## src/adjacent_diff_array_count_dp_defines.svh

```systemverilog
// Assertion macros shared by the adjacent-difference array counter.
// Included by the RTL files that carry concurrent checks; no other dependencies.
`ifndef ADJACENT_DIFF_ARRAY_COUNT_DP_DEFINES_SVH
`define ADJACENT_DIFF_ARRAY_COUNT_DP_DEFINES_SVH

`ifndef SYNTHESIS

// Same-cycle implication, checked on every rising clock edge out of reset.
`define ADC_ASSERT_IMP(lbl, pre, post, msg) \
    lbl: assert property (@(posedge i_clk) disable iff (!i_rst_n) (pre) |-> (post)) \
        else $error(msg);

// Next-cycle implication, checked on every rising clock edge out of reset.
`define ADC_ASSERT_NXT(lbl, pre, post, msg) \
    lbl: assert property (@(posedge i_clk) disable iff (!i_rst_n) (pre) |=> (post)) \
        else $error(msg);

`else

`define ADC_ASSERT_IMP(lbl, pre, post, msg)
`define ADC_ASSERT_NXT(lbl, pre, post, msg)

`endif

`endif

```

## src/adc_dp_pkg.sv

```systemverilog
// Shared types, constants and modular helpers for the adjacent-difference counter.
// No dependencies; used by the top level.
package adc_dp_pkg;

    localparam int COUNT_W = 30;
    localparam int SUM_W   = 32;

    typedef logic [COUNT_W-1:0] t_count;
    typedef logic [SUM_W-1:0]   t_sum;

    localparam t_count COUNT_MOD = 30'd1000000007;
    localparam t_sum   MOD_X1    = 32'd1000000007;
    localparam t_sum   MOD_X2    = 32'd2000000014;

    localparam logic [7:0] MAX_VALUE_RESET = 8'd100;

    typedef enum logic [1:0] {
        ST_IDLE,
        ST_SWEEP,
        ST_HOLD
    } t_state;

    // Reduce a sum of three residues (below three times the modulus).
    function automatic t_count reduce3(input t_sum s);
        t_sum r;
        if (s >= MOD_X2) begin
            r = s - MOD_X2;
        end else if (s >= MOD_X1) begin
            r = s - MOD_X1;
        end else begin
            r = s;
        end
        return r[COUNT_W-1:0];
    endfunction

    // Modular add of two residues.
    function automatic t_count mod_add(input t_count a, input t_count b);
        logic [COUNT_W:0] s;
        logic [COUNT_W:0] r;
        s = {1'b0, a} + {1'b0, b};
        if (s >= {1'b0, COUNT_MOD}) begin
            r = s - {1'b0, COUNT_MOD};
        end else begin
            r = s;
        end
        return r[COUNT_W-1:0];
    endfunction

endpackage

```

## src/adc_dp_ram.sv

```systemverilog
// Generic single-write, single-read synchronous RAM with a registered read port.
// No package dependencies.
module adc_dp_ram #(
    parameter int WIDTH = 30,
    parameter int DEPTH = 128
) (
    input  logic                     i_clk,
    input  logic                     i_we,
    input  logic [$clog2(DEPTH)-1:0] i_waddr,
    input  logic [WIDTH-1:0]         i_wdata,
    input  logic                     i_re,
    input  logic [$clog2(DEPTH)-1:0] i_raddr,
    output logic [WIDTH-1:0]         o_rdata
);

    logic [WIDTH-1:0] r_mem [DEPTH];
    logic [WIDTH-1:0] r_rdata;

    always_ff @(posedge i_clk) begin
        if (i_we) begin
            r_mem[i_waddr] <= i_wdata;
        end
        if (i_re) begin
            r_rdata <= r_mem[i_raddr];
        end
    end

    assign o_rdata = r_rdata;

endmodule

```

## src/adjacent_diff_array_count_dp.sv

```systemverilog
// Top level of the adjacent-difference array counter: control, sweep datapath, stream ports.
// Depends on adc_dp_pkg, adc_dp_ram and adjacent_diff_array_count_dp_defines.svh.
//
// This block counts arrays whose values lie in 1..max_value and whose neighboring
// elements differ by at most one, modulo 1000000007. Array elements arrive one per
// item on the slave stream: tdata carries the element value (0 means the position is
// free, anything else fixes it) and tlast marks the final element. The count row, one
// 30-bit entry per value, lives in a single-port-read, single-port-write RAM. Each
// item sweeps the whole row of MAX_VALUES entries in place: the read runs ahead of
// the write by four entries, and a two-entry window of old values plus the entry just
// read supply the three neighbors of each new value. The block takes a new item only
// once the sweep of the last one is done. On the item marked last, the modular sum of
// the new row, accumulated during the sweep, appears on the master stream; that result
// register lets the next item be taken while the result is still waiting. Values above
// max_value give a count of zero, and max_value is limited to MAX_VALUES. The row needs
// no clearing after reset: the first element of an array overwrites every entry
// without reading it. Write max_value only while the block is idle.
`include "adjacent_diff_array_count_dp_defines.svh"

module adjacent_diff_array_count_dp #(
    parameter int MAX_VALUES = 128
) (
    input  logic        i_clk,
    input  logic        i_rst_n,

    // Configuration: max_value.
    input  logic        i_cfg_we,
    input  logic [7:0]  i_cfg_wdata,

    // Element stream.
    input  logic        s_axis_tvalid,
    output logic        s_axis_tready,
    input  logic [7:0]  s_axis_tdata,   // [7:0] element_value
    input  logic        s_axis_tlast,   // is_last

    // Result stream.
    output logic        m_axis_tvalid,
    input  logic        m_axis_tready,
    output logic [31:0] m_axis_tdata    // [29:0] array_count, [31:30] zero
);

    localparam int IDX_W = $clog2(MAX_VALUES);
    localparam int CNT_W = $clog2(MAX_VALUES + 4);
    localparam int CMP_W = (CNT_W > 8) ? CNT_W : 8;

    // Sweep step at which the final write and accumulate happen.
    localparam logic [CNT_W-1:0] LAST_K = CNT_W'(MAX_VALUES + 3);

    // Control state.
    adc_dp_pkg::t_state r_state, n_state;
    logic [CNT_W-1:0]   r_k;
    logic               r_first;
    logic [7:0]         r_max_value;
    logic               r_out_vld;
    logic               r_sum_vld;
    logic               r_wr_vld;

    // Item and datapath payload.
    logic [7:0]         r_val;
    logic               r_last;
    logic               r_item_first;
    adc_dp_pkg::t_count r_win0;
    adc_dp_pkg::t_count r_win1;
    adc_dp_pkg::t_sum   r_sum;
    logic [IDX_W-1:0]   r_sum_idx;
    adc_dp_pkg::t_count r_wr_data;
    logic [IDX_W-1:0]   r_wr_idx;
    adc_dp_pkg::t_count r_acc;
    adc_dp_pkg::t_count r_out_data;

    logic               accept;
    logic               sweep_end;
    logic               out_free;
    logic               out_load;
    logic               out_from_hold;

    logic [CMP_W-1:0]   m_lim;
    logic [CMP_W-1:0]   k_ext;
    logic [CMP_W-1:0]   v_ext;
    logic               rd_en;
    logic               shift_en;
    logic               stage_b;
    logic               rd_in_row;
    logic               in_row;
    logic               match;
    logic               include_j;
    adc_dp_pkg::t_count ram_rdata;
    adc_dp_pkg::t_count nb_next;
    adc_dp_pkg::t_sum   raw_sum;
    logic [CNT_W-1:0]   j_k;
    adc_dp_pkg::t_count n_acc;

    //------------------------------------------------------------------
    // Row storage.
    //------------------------------------------------------------------
    adc_dp_ram #(
        .WIDTH (adc_dp_pkg::COUNT_W),
        .DEPTH (MAX_VALUES)
    ) u_row_ram (
        .i_clk   (i_clk),
        .i_we    (r_wr_vld),
        .i_waddr (r_wr_idx),
        .i_wdata (r_wr_data),
        .i_re    (rd_en),
        .i_raddr (r_k[IDX_W-1:0]),
        .o_rdata (ram_rdata)
    );

    //------------------------------------------------------------------
    // Sweep datapath.
    //------------------------------------------------------------------
    // Effective m, limited to the row length.
    always_comb begin
        if (CMP_W'(r_max_value) > CMP_W'(MAX_VALUES)) begin
            m_lim = CMP_W'(MAX_VALUES);
        end else begin
            m_lim = CMP_W'(r_max_value);
        end
    end

    assign k_ext = CMP_W'(r_k);
    assign v_ext = CMP_W'(r_val);

    // Step k reads entry k; the RAM returns entry k-1 at step k.
    assign rd_en    = (r_state == adc_dp_pkg::ST_SWEEP) && (k_ext < CMP_W'(MAX_VALUES));
    assign shift_en = (r_state == adc_dp_pkg::ST_SWEEP) && (r_k != '0);
    // New entry j = k-2 is formed at steps 2 .. MAX_VALUES+1.
    assign stage_b  = (r_state == adc_dp_pkg::ST_SWEEP) && (k_ext >= CMP_W'(2))
                      && (k_ext <= CMP_W'(MAX_VALUES + 1));

    // Entries at or above m do not count as neighbors.
    assign rd_in_row = (k_ext < m_lim + CMP_W'(1));
    assign nb_next   = rd_in_row ? ram_rdata : '0;

    assign j_k       = r_k - CNT_W'(2);
    assign in_row    = (k_ext < m_lim + CMP_W'(2));
    assign match     = (v_ext == '0) || (v_ext == k_ext - CMP_W'(1));
    assign include_j = in_row && match;

    always_comb begin
        if (!include_j) begin
            raw_sum = '0;
        end else if (r_item_first) begin
            raw_sum = adc_dp_pkg::t_sum'(1);
        end else begin
            raw_sum = adc_dp_pkg::t_sum'(r_win0) + adc_dp_pkg::t_sum'(r_win1)
                      + adc_dp_pkg::t_sum'(nb_next);
        end
    end

    // Running total of the new row; every written value is already reduced.
    assign n_acc = r_wr_vld ? adc_dp_pkg::mod_add(r_acc, r_wr_data) : r_acc;

    //------------------------------------------------------------------
    // Control.
    //------------------------------------------------------------------
    assign sweep_end = (r_state == adc_dp_pkg::ST_SWEEP) && (r_k == LAST_K);
    assign out_free  = !r_out_vld || m_axis_tready;

    always_comb begin
        n_state       = r_state;
        s_axis_tready = 1'b0;
        out_load      = 1'b0;
        out_from_hold = 1'b0;
        unique case (r_state)
            adc_dp_pkg::ST_IDLE: begin
                s_axis_tready = 1'b1;
                if (s_axis_tvalid) begin
                    n_state = adc_dp_pkg::ST_SWEEP;
                end
            end
            adc_dp_pkg::ST_SWEEP: begin
                if (r_k == LAST_K) begin
                    if (!r_last) begin
                        n_state = adc_dp_pkg::ST_IDLE;
                    end else if (out_free) begin
                        out_load = 1'b1;
                        n_state  = adc_dp_pkg::ST_IDLE;
                    end else begin
                        n_state = adc_dp_pkg::ST_HOLD;
                    end
                end
            end
            adc_dp_pkg::ST_HOLD: begin
                if (out_free) begin
                    out_load      = 1'b1;
                    out_from_hold = 1'b1;
                    n_state       = adc_dp_pkg::ST_IDLE;
                end
            end
            default: begin
                n_state = adc_dp_pkg::ST_IDLE;
            end
        endcase
    end

    assign accept = s_axis_tvalid && s_axis_tready;

    always_ff @(posedge i_clk) begin
        if (!i_rst_n) begin
            r_state     <= adc_dp_pkg::ST_IDLE;
            r_k         <= '0;
            r_first     <= 1'b1;
            r_max_value <= adc_dp_pkg::MAX_VALUE_RESET;
            r_out_vld   <= 1'b0;
            r_sum_vld   <= 1'b0;
            r_wr_vld    <= 1'b0;
        end else begin
            r_state   <= n_state;
            r_sum_vld <= stage_b;
            r_wr_vld  <= r_sum_vld;
            if (i_cfg_we) begin
                r_max_value <= i_cfg_wdata;
            end
            if (accept) begin
                r_k <= '0;
            end else if (r_state == adc_dp_pkg::ST_SWEEP) begin
                r_k <= r_k + CNT_W'(1);
            end
            if (sweep_end) begin
                r_first <= r_last;
            end
            if (out_load) begin
                r_out_vld <= 1'b1;
            end else if (m_axis_tready) begin
                r_out_vld <= 1'b0;
            end
        end
    end

    always_ff @(posedge i_clk) begin
        if (accept) begin
            r_val        <= s_axis_tdata;
            r_last       <= s_axis_tlast;
            r_item_first <= r_first;
            r_win0       <= '0;
            r_win1       <= '0;
            r_acc        <= '0;
        end else begin
            if (shift_en) begin
                r_win0 <= r_win1;
                r_win1 <= nb_next;
            end
            r_acc <= n_acc;
        end
        if (stage_b) begin
            r_sum     <= raw_sum;
            r_sum_idx <= j_k[IDX_W-1:0];
        end
        if (r_sum_vld) begin
            r_wr_data <= adc_dp_pkg::reduce3(r_sum);
            r_wr_idx  <= r_sum_idx;
        end
        if (out_load) begin
            r_out_data <= out_from_hold ? r_acc : n_acc;
        end
    end

    assign m_axis_tvalid = r_out_vld;
    assign m_axis_tdata  = {2'b00, r_out_data};

    //------------------------------------------------------------------
    // Checks.
    //------------------------------------------------------------------
    `ADC_ASSERT_IMP(a_rw_apart, r_wr_vld && rd_en, r_wr_idx != r_k[IDX_W-1:0],
        "row RAM read and write hit the same entry")
    `ADC_ASSERT_IMP(a_wr_reduced, r_wr_vld, r_wr_data < adc_dp_pkg::COUNT_MOD,
        "row entry not reduced")
    `ADC_ASSERT_IMP(a_out_reduced, r_out_vld, r_out_data < adc_dp_pkg::COUNT_MOD,
        "result not reduced")
    `ADC_ASSERT_IMP(a_pipe_idle, r_state == adc_dp_pkg::ST_IDLE, !r_sum_vld && !r_wr_vld,
        "sweep pipeline busy while idle")
    `ADC_ASSERT_NXT(a_first_rearm, sweep_end && r_last, r_first,
        "array end did not rearm first element")

endmodule

```

## config.mk

```make
export PLATFORM = sky130hd
export DESIGN_NAME = adjacent_diff_array_count_dp
export DESIGN_NICKNAME = d
export VERILOG_FILES = /design/src/adc_dp_pkg.sv /design/src/adc_dp_ram.sv /design/src/adjacent_diff_array_count_dp.sv
export VERILOG_INCLUDE_DIRS = /design/src /design/src/src
export SDC_FILE = /design/constraint.sdc
export NUM_CORES = 2
export LEC_CHECK = 0
export ABC_AREA = 0
export BUFFER_PORTS_ARGS = -buffer_cell sky130_fd_sc_hd__buf_2
export CELL_PAD_IN_SITES_DETAIL_PLACEMENT = 0
export CELL_PAD_IN_SITES_GLOBAL_PLACEMENT = 2
export CORE_MARGIN = 2
export CORE_UTILIZATION = 35
export CTS_CLUSTER_SIZE = 8
export DETAILED_ROUTE_END_ITERATION = 8
export PLACE_DENSITY = 0.57
export SYNTH_ARGS = -nofsm -noshare
export SYNTH_HDL_FRONTEND = slang
export SYNTH_SLANG_ARGS = --single-unit
export TNS_END_PERCENT = 30
```

## constraint.sdc

```tcl
create_clock -name i_clk -period 14.8 [get_ports i_clk]
set_input_delay 0.74 -clock i_clk [delete_from_list [all_inputs] [get_ports i_clk]]
set_output_delay 0.74 -clock i_clk [all_outputs]
set_load 0.02 [all_outputs]
```

==> impl_results.html <==
<table>
<tr><th>Metric</th><th>Value</th></tr>
<tr><th colspan="2">Run status</th></tr>
<tr><td>Result of the run</td><td>completed</td></tr>
<tr><th colspan="2">Power</th></tr>
<tr><td>Worst vdd ir</td><td>0.000147 V</td></tr>
<tr><td>Power Density</td><td>134 mW/mm^2</td></tr>
<tr><td>Leakage Power</td><td>57.5 nW</td></tr>
<tr><th colspan="2">Layout</th></tr>
<tr><td>Layout cells sized above 1</td><td>28.0%</td></tr>
<tr><td>Area growth from synthesis to layout</td><td>16.1%</td></tr>
<tr><td>Nets</td><td>8432</td></tr>
<tr><td>Number of fillers in the final layout</td><td>40.5k</td></tr>
<tr><th colspan="2">Clocking</th></tr>
<tr><td>Clock tree from TritonCTS</td><td>done</td></tr>
<tr><td>Clock latency on the worst-skew pair</td><td>1.06 ns</td></tr>
<tr><td>Total number of H-tree levels</td><td>6</td></tr>
<tr><td>Postcts setup bufs</td><td>0</td></tr>
<tr><td>Clock transition at the registers of the reported paths</td><td>0.06 ns</td></tr>
<tr><td>Cts bufs inserted</td><td>586</td></tr>
<tr><td>Sinks on the clock net</td><td>4098</td></tr>
<tr><td>Clock tree root buffer cell</td><td>sky130_fd_sc_hd__clkbuf_16</td></tr>
<tr><td>Buffers from clock root to sink, at most</td><td>4</td></tr>
<tr><th colspan="2">Logic synthesis</th></tr>
<tr><td>Mean area per synthesized cell</td><td>21.0 um^2</td></tr>
<tr><td>Number of enable flip-flop cells after synthesis</td><td>3986</td></tr>
<tr><td>Share of the synthesized area in the top cell type</td><td>73.7%</td></tr>
<tr><td>Total standard cell area after synthesis</td><td>0.162 mm^2</td></tr>
<tr><td>Biggest area consumer among synthesized cells</td><td>sky130_fd_sc_hd__edfxtp_1</td></tr>
<tr><td>Sequential element share of the synthesized area</td><td>75.0%</td></tr>
<tr><td>Top flip-flop cell by instance count after synthesis</td><td>sky130_fd_sc_hd__edfxtp_1</td></tr>
<tr><td>Most area-consuming cells after synthesis</td><td>sky130_fd_sc_hd__edfxtp_1 74%, sky130_fd_sc_hd__mux4_2 16%, sky130_fd_sc_hd__dfxtp_1 1.4%, sky130_fd_sc_hd__mux2i_1 1.0%, sky130_fd_sc_hd__ha_1 0.69%</td></tr>
<tr><td>Unique cell type count in the Yosys netlist</td><td>81</td></tr>
<tr><td>Number of warnings issued by yosys</td><td>0</td></tr>
<tr><td>Syn Inst Count</td><td>7737</td></tr>
<tr><td>Yosys reg bits</td><td>4098</td></tr>
<tr><td>Fraction of registers with async set or reset after synthesis</td><td>0%</td></tr>
<tr><th colspan="2">Die</th></tr>
<tr><td># rows</td><td>250</td></tr>
<tr><td>Chip height</td><td>685 um</td></tr>
<tr><td>Die outline width</td><td>685 um</td></tr>
<tr><td>Starting density of the core</td><td>35.1%</td></tr>
<tr><td>Count of pins on the block boundary</td><td>56</td></tr>
<tr><td>Area of the core region</td><td>0.463 mm^2</td></tr>
<tr><td>Floorplan die area</td><td>0.470 mm^2</td></tr>
<tr><th colspan="2">Placed design</th></tr>
<tr><td>Port-buffer cells</td><td>53</td></tr>
<tr><td>Placed wire-length estimate after detailed placement</td><td>278000 um</td></tr>
<tr><td>Last weighted congestion value of the routability-driven placer</td><td>0.785</td></tr>
<tr><td>Worst slack at placement</td><td>7.25 ns</td></tr>
<tr><th colspan="2">Timing</th></tr>
<tr><td>RSZ-0062 raised after global routing</td><td>false</td></tr>
<tr><td>Slew at the pin closest to its max-slew limit</td><td>1.31 ns</td></tr>
<tr><td>Minimum clock period</td><td>7.50 ns</td></tr>
<tr><td>Hold violation total from the final report</td><td>0</td></tr>
<tr><td>Final worst-path setup slack</td><td>7.30 ns</td></tr>
<tr><td>Crit share post-route</td><td>50.7%</td></tr>
<tr><td>Pins Over Slew Limit</td><td>0</td></tr>
<tr><td>Worst slew margin relative to its limit</td><td>10.3%</td></tr>
<tr><td>Final setup violation count</td><td>0</td></tr>
<tr><td>Total negative setup slack</td><td>0 ns</td></tr>
<tr><td>Fmax</td><td>133 MHz</td></tr>
<tr><td>Clock skew after layout</td><td>0.0655 ns</td></tr>
<tr><th colspan="2">Setup path</th></tr>
<tr><td>Family with the most delay on the worst path</td><td>compound AO/OA/AOI/OAI gates</td></tr>
<tr><td>Library cell contributing the largest single delay on the critical path</td><td>sky130_fd_sc_hd__o41ai_1</td></tr>
<tr><td>Worst path buffer plus inverter count</td><td>2</td></tr>
<tr><td>Data arrival time of the critical path</td><td>8.28 ns</td></tr>
<tr><td>Largest fanout on the critical path</td><td>45</td></tr>
<tr><td>Largest stage delay on the critical path</td><td>0.64 ns</td></tr>
<tr><td>Most common cell on crit path</td><td>sky130_fd_sc_hd__o21a_1</td></tr>
<tr><td>Startpoint kind of the worst setup timing path</td><td>flop</td></tr>
<tr><td>Critical path data required time</td><td>15.58 ns</td></tr>
<tr><td>CP endpoint kind</td><td>flop</td></tr>
<tr><td>Critical path class</td><td>flop to flop</td></tr>
<tr><th colspan="2">GRT</th></tr>
<tr><td>Aggregate global-route resource usage</td><td>21.1%</td></tr>
<tr><td>Number of antenna violations at the first check in global routing</td><td>45</td></tr>
<tr><td>Global-route wire length before repair</td><td>692000 um</td></tr>
<tr><td>Number of global-route vias before repair</td><td>84.7k</td></tr>
<tr><td>Largest net degree at the start of global routing</td><td>130</td></tr>
<tr><td>GRT overflow</td><td>0</td></tr>
<tr><th colspan="2">Drt</th></tr>
<tr><td>Total Routed Length</td><td>502000 um</td></tr>
<tr><td>Residual antenna-violating net count after detailed routing</td><td>0</td></tr>
<tr><td>Remaining DRCs</td><td>0</td></tr>
<tr><td>Via count</td><td>82.5k</td></tr>
<tr><td>Initial DRC count</td><td>9873</td></tr>
<tr><td>Average via count per standard cell</td><td>5.65</td></tr>
<tr><td>Wire length per cell</td><td>34.4 um</td></tr>
<tr><td>Iteration count of the initial detailed-routing pass</td><td>5</td></tr>
<tr><th colspan="2">Worst hold path</th></tr>
<tr><td>Min-delay worst type</td><td>primary input to flop</td></tr>
<tr><th colspan="2">Job</th></tr>
<tr><td>Number of max-cap violations</td><td>0</td></tr>
</table>
==> layout by cell type, fill, tap and decap left out, drive strengths merged, types with 12 or more instances in the layout <==
master       count
clkinv          25
a21o            28
buf            359
nor3            55
nor2           278
ha              90
o21a            22
xnor2           63
nand2          277
mux2i          165
diode           14
o21bai          12
mux2            15
dfxtp          112
o211ai          20
and3            16
mux4          1133
or3             33
a211oi          42
edfxtp        3986
o311ai          13
a21oi          213
and2            44
inv             87
nand2b          16
clkbuf         650
dlygate4sd3     23
a31oi           37
o22ai           42
nand3           99
nor2b           31
fa              32
nand4           23
o21ai          188
xor2            49
nor4            13
==> power by group <==
part,internal (W),switching (W),leakage [nW]
combinational,0.000334,0.000351,12.9
sequential,0.0126,0.0000322,36.8
clock,0.00718,0.00484,7.80
total,0.0201,0.00523,57.5
==> synthesized netlist by cell type (63+ instances only) <==
cell and number:
sky130_fd_sc_hd__ha_1 90, sky130_fd_sc_hd__buf_1 80, sky130_fd_sc_hd__mux2i_1 165, sky130_fd_sc_hd__a21oi_1 211, sky130_fd_sc_hd__nor2_1 278, sky130_fd_sc_hd__buf_2 69
sky130_fd_sc_hd__dfxtp_1 112, sky130_fd_sc_hd__mux4_2 1133, sky130_fd_sc_hd__xnor2_1 63, sky130_fd_sc_hd__edfxtp_1 3986, sky130_fd_sc_hd__nand2_1 277, sky130_fd_sc_hd__o21ai_0 178
sky130_fd_sc_hd__nand3_1 99, sky130_fd_sc_hd__clkbuf_1 263
==> metrics by stage <==
stage / power (W) / std cells / hold slack (ns) / cell area [um^2] / util (%)
CTS: 0.0256 / 14576 / 0.0168 / 189000 / 40.7
global route: 0.0261 / 14580 / 0.0911 / 189000 / 40.7
global placement: 0.0135 / 13851 / 0.402 / 172000 / 37.2
finish: 0.0253 / 14590 / 0.114 / 189000 / 40.8
floorplan: 0.0133 / 7738 / 0.400 / 162000 / -
detailed placement: 0.0135 / 13851 / 0.405 / 172000 / 37.2
==> kinds of logic after synthesis <==
| logic type | synth area share [%] |
|---|---|
| flops | 75.0 |
| mux | 16.8 |
| simple gates | 2.60 |
| compound gates | 2.64 |
| buf+inv | 1.19 |
| fa+ha+maj | 1.09 |
| xor+xnor | 0.604 |
| other cells | 0.00231 |
==> registers in the layout, summed over array words and instances, names as in the netlist, 2 cells and up <==
signal             cells
r_wr_idx               7
u_row_ram.r_mem     3840
r_wr_data             30
r_state                2
r_win1                30
r_max_value            8
r_win0                30
r_val                  8
u_row_ram.o_rdata     30
r_out_data            30
k_ext                  8
r_sum                 32
r_acc                 30
r_sum_idx              7
==> final cells by class <==
cell class                 count  area [um^2]  area share, %
sequential                  4098       122000           64.6
multi-input combinational   3158        39700           21.0
clock buffer                 650        15200           8.03
tap                         6174         7720           4.09
timing repair buffer         382         3060           1.62
clock inverter                52          806          0.427
inverter                      62          240          0.127
antenna                       14         35.0         0.0186
==> metal layers <==
layer / track usage [%] / up-vias / part of all wire, % / wire (um)
li1: - / 33202 / - / -
met1: 30.2 / 45499 / 43 / 218000
met2: 34.1 / 3145 / 48 / 240000
met3: 2.81 / 620 / 6.4 / 32200
met4: 5.28 / 2 / 2.6 / 12900
met5: 0 / - / 0.0026 / 13
==> tightest hold or removal path: cells and delay by family <==
family          cells  cell delay (ns)
buf+inv             1             0.08
simple gates        1             0.18
compound gates      1             0.11
==> what timing repair did <==
item                                   4_1_cts  5_1_grt
gates resized for setup                      0        0
endpoints found under the hold margin       20        0
hold buffers                                23        0
==> worst paths after layout <==
| kind | start | endpoint | slack, ns | depth (start not counted) |
|---|---|---|---|---|
| max | r_max_value[3] | r_sum[21] | 7.30 | 25 |
| min | m_axis_tready | m_axis_tvalid | 0.11 | 3 |
| max reg2reg | r_max_value[3] | r_sum[21] | 7.30 | 25 |
| min reg2reg | r_sum_idx[0] | r_wr_idx[0] | 0.41 | 0 |
Power figures use the tool's default switching activity.
